**src/rtl/core/gisc_pkg.sv**
```systemverilog
// Shared types and constants of the gray image stream checker.
package gisc_pkg;

	localparam int WORD_W = 32;

	// Magic bytes 'P' and '5'
	localparam logic [7:0] MAGIC_FIRST  = 8'h50;
	localparam logic [7:0] MAGIC_SECOND = 8'h35;

	// Result status codes
	localparam logic [2:0] ST_OK         = 3'd0;
	localparam logic [2:0] ST_BAD_MAGIC  = 3'd1;
	localparam logic [2:0] ST_TRUNCATED  = 3'd2;
	localparam logic [2:0] ST_OVER_LIMIT = 3'd3;
	localparam logic [2:0] ST_MISMATCH   = 3'd4;
	localparam logic [2:0] ST_FLAT       = 3'd5;

	typedef enum logic [2:0] {
		PH_MAGIC0,
		PH_MAGIC1,
		PH_DIMS,
		PH_LIMIT,
		PH_PIXELS,
		PH_SKIP,
		PH_FIN_START,
		PH_FIN_WAIT
	} phase_t;

	typedef enum logic [1:0] {
		OP_NONE,
		OP_DIMS,
		OP_LIMIT,
		OP_PIXEL
	} byte_op_t;

	typedef struct packed {
		logic [7:0] data_byte;
		logic       end_of_file;
	} byte_item_t;

	typedef struct packed {
		logic [2:0]        status;
		logic [WORD_W-1:0] image_width;
		logic [WORD_W-1:0] image_height;
		logic [WORD_W-1:0] pixel_limit;
		logic [WORD_W-1:0] pixel_total;
		logic [7:0]        lowest_pixel;
		logic [7:0]        highest_pixel;
		logic [7:0]        average_pixel;
	} result_item_t;

	// Controller to datapath
	typedef struct packed {
		byte_op_t   op;
		logic [2:0] set_err;
		logic       fin_start;
		logic       load_out;
	} dp_cmd_t;

	// Datapath to controller
	typedef struct packed {
		logic magic0_ok;
		logic magic1_ok;
		logic word_done;
		logic dims_done;
		logic over_limit;
		logic div_busy;
	} dp_stat_t;

endpackage

```
**src/rtl/core/gisc_div.sv**
```systemverilog
// Restoring divider, one quotient bit per cycle.
module gisc_div #(
	parameter int DIVIDEND_W = 40,
	parameter int DIVISOR_W  = 32
) (
	input  logic                  clk,
	input  logic                  arst_n,
	input  logic                  start,
	input  logic [DIVIDEND_W-1:0] dividend,
	input  logic [DIVISOR_W-1:0]  divisor,
	output logic                  busy,
	output logic [DIVIDEND_W-1:0] quotient
);

	localparam int CntW = $clog2(DIVIDEND_W + 1);

	logic                  busy_q;
	logic [CntW-1:0]       cnt_q;
	logic [DIVISOR_W-1:0]  rem_q;
	logic [DIVISOR_W-1:0]  dsr_q;
	logic [DIVIDEND_W-1:0] quo_q;

	logic [DIVISOR_W:0]    trial;
	logic [DIVISOR_W:0]    diff;
	logic                  fits;
	logic [DIVISOR_W-1:0]  rem_d;

	// Trial subtract of the shifted partial remainder
	always_comb begin
		trial = {rem_q, quo_q[DIVIDEND_W-1]};
		diff  = trial - {1'b0, dsr_q};
		fits  = trial >= {1'b0, dsr_q};
		rem_d = fits ? diff[DIVISOR_W-1:0] : trial[DIVISOR_W-1:0];
	end

	// Iteration control
	always_ff @(posedge clk or negedge arst_n) begin
		if (!arst_n) begin
			busy_q <= 1'b0;
			cnt_q  <= '0;
		end else if (start) begin
			busy_q <= 1'b1;
			cnt_q  <= CntW'(DIVIDEND_W);
		end else if (busy_q) begin
			cnt_q <= cnt_q - CntW'(1);
			if (cnt_q == CntW'(1)) begin
				busy_q <= 1'b0;
			end
		end
	end

	// Remainder and quotient shift register
	always_ff @(posedge clk) begin
		if (start) begin
			rem_q <= '0;
			dsr_q <= divisor;
			quo_q <= dividend;
		end else if (busy_q) begin
			rem_q <= rem_d;
			quo_q <= {quo_q[DIVIDEND_W-2:0], fits};
		end
	end

	assign busy     = busy_q;
	assign quotient = quo_q;

endmodule

```
**src/rtl/core/gisc_dp.sv**
```systemverilog
// Datapath: header word assembly, pixel statistics, final checks and result register.
module gisc_dp import gisc_pkg::*; #(
	parameter int HEADER_WORD_BYTES = 4,
	parameter int SUM_BITS          = 40
) (
	input  logic         clk,
	input  logic         arst_n,
	input  logic [7:0]   data_byte,
	input  dp_cmd_t      cmd,
	output dp_stat_t     stat,
	output result_item_t result
);

	localparam int CntW = (HEADER_WORD_BYTES > 1) ? $clog2(HEADER_WORD_BYTES) : 1;
	localparam logic [CntW-1:0] LastByte = CntW'(HEADER_WORD_BYTES - 1);

	logic [CntW-1:0]     wcnt_q;
	logic [WORD_W-1:0]   word_q;
	logic [WORD_W-1:0]   width_q;
	logic [WORD_W-1:0]   height_q;
	logic [WORD_W-1:0]   limit_q;
	logic [WORD_W-1:0]   count_q;
	logic [7:0]          min_q;
	logic [7:0]          max_q;
	logic [SUM_BITS-1:0] sum_q;
	logic [2:0]          err_q;
	logic [2*WORD_W-1:0] prod_q;
	result_item_t        result_q;

	logic [WORD_W-1:0]   word_v;
	logic                word_last;
	logic [WORD_W-1:0]   new_w;
	logic [WORD_W-1:0]   new_h;
	logic                over;
	logic                div_busy;
	logic [SUM_BITS-1:0] quo;
	logic [2*WORD_W-1:0] prod_d;
	logic                has_pix;
	result_item_t        result_d;

	// Header word and pixel checks on the current byte
	always_comb begin
		word_v    = {word_q[WORD_W-9:0], data_byte};
		word_last = wcnt_q == LastByte;
		new_w     = (width_q == '0) ? word_v : width_q;
		new_h     = (width_q == '0) ? height_q : word_v;
		over      = {{(WORD_W-8){1'b0}}, data_byte} > limit_q;
	end

	assign stat.magic0_ok  = data_byte == MAGIC_FIRST;
	assign stat.magic1_ok  = data_byte == MAGIC_SECOND;
	assign stat.word_done  = word_last;
	assign stat.dims_done  = (new_w != '0) && (new_h != '0);
	assign stat.over_limit = over;
	assign stat.div_busy   = div_busy;

	// Parse state; cleared when a result is loaded
	always_ff @(posedge clk or negedge arst_n) begin
		if (!arst_n) begin
			wcnt_q   <= '0;
			word_q   <= '0;
			width_q  <= '0;
			height_q <= '0;
			limit_q  <= '0;
			count_q  <= '0;
			min_q    <= 8'hFF;
			max_q    <= '0;
			sum_q    <= '0;
			err_q    <= ST_OK;
		end else if (cmd.load_out) begin
			wcnt_q   <= '0;
			word_q   <= '0;
			width_q  <= '0;
			height_q <= '0;
			limit_q  <= '0;
			count_q  <= '0;
			min_q    <= 8'hFF;
			max_q    <= '0;
			sum_q    <= '0;
			err_q    <= ST_OK;
		end else begin
			if (cmd.set_err != ST_OK) begin
				err_q <= cmd.set_err;
			end
			unique case (cmd.op)
				OP_DIMS, OP_LIMIT: begin
					if (word_last) begin
						wcnt_q <= '0;
						word_q <= '0;
						if (cmd.op == OP_DIMS) begin
							width_q  <= new_w;
							height_q <= new_h;
						end else begin
							limit_q <= word_v;
							min_q   <= 8'hFF;
						end
					end else begin
						wcnt_q <= wcnt_q + CntW'(1);
						word_q <= word_v;
					end
				end
				OP_PIXEL: begin
					if (!over) begin
						// count saturates, and the sum freezes with it
						if (count_q != '1) begin
							count_q <= count_q + WORD_W'(1);
							sum_q   <= sum_q + SUM_BITS'(data_byte);
						end
						if (data_byte < min_q) begin
							min_q <= data_byte;
						end
						if (data_byte > max_q) begin
							max_q <= data_byte;
						end
					end
				end
				OP_NONE: begin
				end
			endcase
		end
	end

	// Mean of the pixels
	gisc_div #(
		.DIVIDEND_W(SUM_BITS),
		.DIVISOR_W (WORD_W)
	) u_div (
		.clk     (clk),
		.arst_n  (arst_n),
		.start   (cmd.fin_start),
		.dividend(sum_q),
		.divisor (count_q),
		.busy    (div_busy),
		.quotient(quo)
	);

	assign prod_d = (2*WORD_W)'(width_q) * (2*WORD_W)'(height_q);

	// Expected pixel count
	always_ff @(posedge clk) begin
		if (cmd.fin_start) begin
			prod_q <= prod_d;
		end
	end

	// Result fields and status priority
	always_comb begin
		has_pix                = count_q != '0;
		result_d.image_width   = width_q;
		result_d.image_height  = height_q;
		result_d.pixel_limit   = limit_q;
		result_d.pixel_total   = count_q;
		result_d.lowest_pixel  = has_pix ? min_q : 8'h00;
		result_d.highest_pixel = has_pix ? max_q : 8'h00;
		if (!has_pix) begin
			result_d.average_pixel = 8'h00;
		end else if (|quo[SUM_BITS-1:8]) begin
			result_d.average_pixel = 8'hFF;
		end else begin
			result_d.average_pixel = quo[7:0];
		end
		priority if (err_q != ST_OK) begin
			result_d.status = err_q;
		end else if ({{WORD_W{1'b0}}, count_q} != prod_q) begin
			result_d.status = ST_MISMATCH;
		end else if (min_q == max_q) begin
			result_d.status = ST_FLAT;
		end else begin
			result_d.status = ST_OK;
		end
	end

	// Output register
	always_ff @(posedge clk) begin
		if (cmd.load_out) begin
			result_q <= result_d;
		end
	end

	assign result = result_q;

endmodule

```
**config.mk**
```make
export PLATFORM = sky130hd
export DESIGN_NAME = gisc_dp
export DESIGN_NICKNAME = d
export VERILOG_FILES = /design/src/rtl/core/gisc_pkg.sv /design/src/rtl/core/gisc_div.sv /design/src/rtl/core/gisc_dp.sv
export SDC_FILE = /design/constraint.sdc
export NUM_CORES = 2
export LEC_CHECK = 0
export BUFFER_PORTS_ARGS = -buffer_cell sky130_fd_sc_hd__buf_2
export CAP_MARGIN = 10
export CORE_MARGIN = 8
export CORE_UTILIZATION = 60
export DETAILED_ROUTE_END_ITERATION = 8
export GPL_ROUTABILITY_DRIVEN = 0
export PLACE_DENSITY = 0.87
export SETUP_SLACK_MARGIN = 0.02
export SLEW_MARGIN = 25
export SYNTH_ARGS = -nofsm -noshare
export SYNTH_HDL_FRONTEND = slang
export SYNTH_SLANG_ARGS = --single-unit
```
**constraint.sdc**
```tcl
create_clock -name clk -period 11 [get_ports clk]
set_clock_uncertainty 0.1 [all_clocks]
set_input_delay 1.65 -clock clk [delete_from_list [all_inputs] [get_ports clk]]
set_output_delay 1.65 -clock clk [all_outputs]
set_load 0.02 [all_outputs]
```
==> results.md <==
| Step | Quantity | This run |
| --- | --- | --- |
| die | Overall die height | 323.4 um |
| power | Reported leakage power | 29.74 nW |
| grt | Wire length of the first global-routing pass | 247600 um |
| worst setup path | Endpoint type of the worst setup path | flop |
| grt | Global Route Usage Sum | 0.3026 |
| job | Reported max-cap violation count | 0 |
| timing | Final worst path period need | 8814 ps |
| drt | Wire length on met2 | 75490 um |
| final layout | Final non-filler cell area | 60780 um2 |
| cts | Post-CTS setup buffer count | 0 |
| final layout | NumNets Final | 6851 |
| drt | Final WL | 157100 um |
| power | Power density relative to cell area | 89.61 nW/um2 |
| cts | TritonCTS clock tree | done |
| drt | Met1 wire length | 51170 um |
| cts | H-Tree Level Count | 2 |
| grt | Remaining global-route overflow | 0 |
| timing | Actual slew at the worst max-slew pin | 1120 ps |
| worst setup path | Category of the critical setup timing path | reg -> reg |
| cts | Clk Latency, worst-skew pair | 680 ps |
| status | Status | finished clean |
| worst setup path | CP Data Required Time | 11300 ps |
| yosys | Syn Inst Count | 5586 |
| cts | CTS Hold Buffers Added | 0 |
| final layout | Final cell utilization of the core | 0.6503 |
| die | DIE AREA | 104600 um2 |
| drt | Routed length per placed instance | 22.74 um |
| cts | Cts bufs inserted | 58 |
| yosys | Async set or reset register ratio after synthesis | 0.4052 |
| worst setup path | Terminus of the critical flop-to-flop path | prod_q[60] |
| grt | Number of global-route vias before repair | 46.04k |
| cts | Root buf cell | sky130_fd_sc_hd__clkbuf_16 |
| worst setup path | Crit Reg-Reg Startpoint | width_q[10] |
| yosys | Leading register cell type out of synthesis | sky130_fd_sc_hd__edfxtp_1 |
| yosys | Post-synthesis sequential element count | 543 |
| yosys | Mean instance size in the synthesized netlist | 10.15 um2 |
| worst setup path | Worst-case register-to-register setup slack | 2190 ps |
| drt | Via count normalized by instance count | 6.124 |
| cts | Post-CTS resize count | 0 |
| cts | Register clock-pin slew on the reported worst setup and hold paths | 70 ps |
| drt | Initial DRT Pass Iterations | 6 |
| timing | Finish-stage setup viols | 0 |
| die | Core Region | 93470 um2 |
| yosys | Synthesized Nets | 6834 |
| timing | Summed negative setup slack over all endpoints | 0 ps |
| drt | Post-route ant nets | 0 |
| timing | Worst rel slew slack | 0.2536 |
| timing | Number of hold-slack violations in the final timing report | 0 |
| die | Starting utilization of the core area | 0.6068 |
| die | Cell row count | 112 |
| min path | Cell depth of the worst min-delay path | 0 |
| timing | Final critical-path share of the clock period | 0.8012 |
| drt | Detailed-route via count | 42.32k |
| min path | Worst Hold Launch | limit_q[19] |
| worst setup path | First element of the critical path | width_q[10] |
| grt | Pin count of the biggest net entering global routing | 94 |
| drt | Drt first-iter violations | 4302 |
| min path | Hold crit path type | reg -> reg |
| drt | Routed met3 length | 17200 um |
| placement | DP Area | 58690 um2 |
| drt | Number of remaining DRC errors | 0 |
| timing | Final max-slew violation count | 0 |
| worst setup path | Worst reg2reg path depth | 23 |
| min path | Hold Crit Endpoint | result[75] |
| yosys | Netlist cell types | 87 |
| worst setup path | Maximum fanout count along the critical path | 19 |
| yosys | Sequential cell area fraction in the yosys report | 0.2626 |
| grt | Antenna violations before repair | 2 |
| drt | Top routing layer in use | met4 |
| yosys | Number of flops mapped to enable cells by yosys | 291 |
| cts | CTS Buffer Depth | 3 |
| die | Die outline width | 323.4 um |
| worst setup path | Startpoint kind of the worst setup timing path | flop |
| timing | Fmax achieved | 0.1135 GHz |
| yosys | Total number of yosys warnings | 0 |
| worst setup path | CP arrival | 9110 ps |
| cts | CTS sink count | 543 |
| final layout | Share of layout cells above drive strength 1 | 0.07960 |
| timing | Setup repair after global routing missed its margin | false |
| power | Worst voltage drop across the vdd grid | 0.1410 mV |
| die | I/O pin count | 178 |
| placement | Number of port buffers | 177 |
| yosys | Post-synthesis instance area | 56710 um2 |
| final layout | Post-synthesis to final-layout area growth | 7.168% |
| placement | HPWL after detailed placement | 111700 um |
==> critical path, stage by stage (launching register included) <==
cell and delay (ps):
sky130_fd_sc_hd__dfrtp_1 970, sky130_fd_sc_hd__buf_4 460, sky130_fd_sc_hd__and2_1 210, sky130_fd_sc_hd__fa_1 410, sky130_fd_sc_hd__fa_1 440, sky130_fd_sc_hd__fa_1 560, sky130_fd_sc_hd__inv_1 60, sky130_fd_sc_hd__fa_1 490
sky130_fd_sc_hd__inv_1 60, sky130_fd_sc_hd__fa_1 470, sky130_fd_sc_hd__ha_1 310, sky130_fd_sc_hd__fa_1 520, sky130_fd_sc_hd__fa_1 530, sky130_fd_sc_hd__ha_1 430, sky130_fd_sc_hd__nand4_1 140, sky130_fd_sc_hd__a2111oi_0 750
sky130_fd_sc_hd__or3b_4 310, sky130_fd_sc_hd__o221ai_2 150, sky130_fd_sc_hd__a21oi_2 240, sky130_fd_sc_hd__a21o_1 230, sky130_fd_sc_hd__a21oi_2 80, sky130_fd_sc_hd__nor2_2 270, sky130_fd_sc_hd__a41oi_1 200, sky130_fd_sc_hd__xnor2_1 150
==> cell usage in the layout, fill, tap and decap left out, drive strengths merged, types with 18 or more instances in the layout <==
cell	instances
ha	333
nor4	69
edfxtp	291
and3	26
a21oi	183
clkinv	21
nor2	198
clkbuf	76
xor2	54
nand2b	20
fa	898
dfrtp	212
nor2b	28
nor3	34
nand3	33
a211oi	35
a21o	65
dfxtp	32
inv	970
nand4	56
or4	18
a22o	58
or3	22
o21ai	116
mux2	49
xnor2	99
buf	258
and2	630
nand2	579
==> synthesized netlist by cell type, types with 58 or more instances <==
cell / instances / area [um2]
sky130_fd_sc_hd__dfrtp_1: 212 / 5305
sky130_fd_sc_hd__inv_1: 967 / 3630
sky130_fd_sc_hd__fa_1: 898 / 17980
sky130_fd_sc_hd__nand2_1: 579 / 2173
sky130_fd_sc_hd__a21o_1: 65 / 488.0
sky130_fd_sc_hd__and2_1: 629 / 3935
sky130_fd_sc_hd__nor4_1: 68 / 425.4
sky130_fd_sc_hd__clkbuf_1: 272 / 1021
sky130_fd_sc_hd__a21oi_1: 180 / 900.9
sky130_fd_sc_hd__a22o_1: 58 / 508.0
sky130_fd_sc_hd__xnor2_1: 99 / 867.1
sky130_fd_sc_hd__ha_1: 333 / 4167
sky130_fd_sc_hd__o21ai_0: 106 / 530.5
sky130_fd_sc_hd__edfxtp_1: 291 / 8738
sky130_fd_sc_hd__nor2_1: 197 / 739.5
==> report_power, final <==
| part | switching (mW) | internal [mW] |
|---|---|---|
| registers | 0.0866 | 2.26 |
| clock network | 0.867 | 1.24 |
| logic | 0.600 | 0.387 |
| total | 1.55 | 3.89 |
==> registers in the layout, indices dropped and copies added, names as in the netlist, 24 cells and up <==
signal          count
count_q            32
height_q           32
limit_q            32
prod_q             64
result            155
sum_q              40
u_div.dsr_q        32
u_div.quotient     40
u_div.rem_q        32
width_q            32
word_q             24
==> layer usage <==
layer / global-route usage / vias up
li1: - / 17610
met1: 0.3474 / 21030
met2: 0.5011 / 2803
met3: 0.07341 / 876
met4: 0.2076 / 0
met5: 0 / -
==> worst max path at each step <==
stage,slack (ps),end,cells past startpoint
floorplan,3300,prod_q[62],27
global placement,2510,prod_q[62],23
detailed placement,2330,prod_q[62],23
CTS,2310,prod_q[62],23
global route,1950,prod_q[60],26
finish,2190,prod_q[60],23
==> cells by family after synthesis <==
logic type      share of synthesized area
compound gates                    0.06766
xor+xnor                          0.02363
fa+ha+maj                          0.3904
buf+inv                           0.08480
flops                              0.2626
mux                               0.01255
simple gates                       0.1583
==> metrics by stage <==
| step | hold slack (ps) | cells | setup WS [ps] | power, mW |
|---|---|---|---|---|
| floorplan | 323.1 | 5586 | 3295 | 3.084 |
| global placement | 354.5 | 6795 | 2506 | 3.296 |
| detailed placement | 358.2 | 6796 | 2331 | 3.337 |
| CTS | 371.9 | 6906 | 2314 | 5.445 |
| global route | 379.3 | 6907 | 1948 | 5.640 |
| finish | 371.8 | 6910 | 2186 | 5.447 |
==> cell type report <==
cell class              instances  area [um2]
multi-input cells            3774       37060
fillers                      6574       32690
flip-flops and latches        543       14900
inverters                     968        3633
clock buffers                  76        1602
well taps                    1254        1569
repair buffers                258        1544
clock inverters                34       459.2
diodes                          3       7.507
No activity file was read; power rests on OpenSTA's default activity.
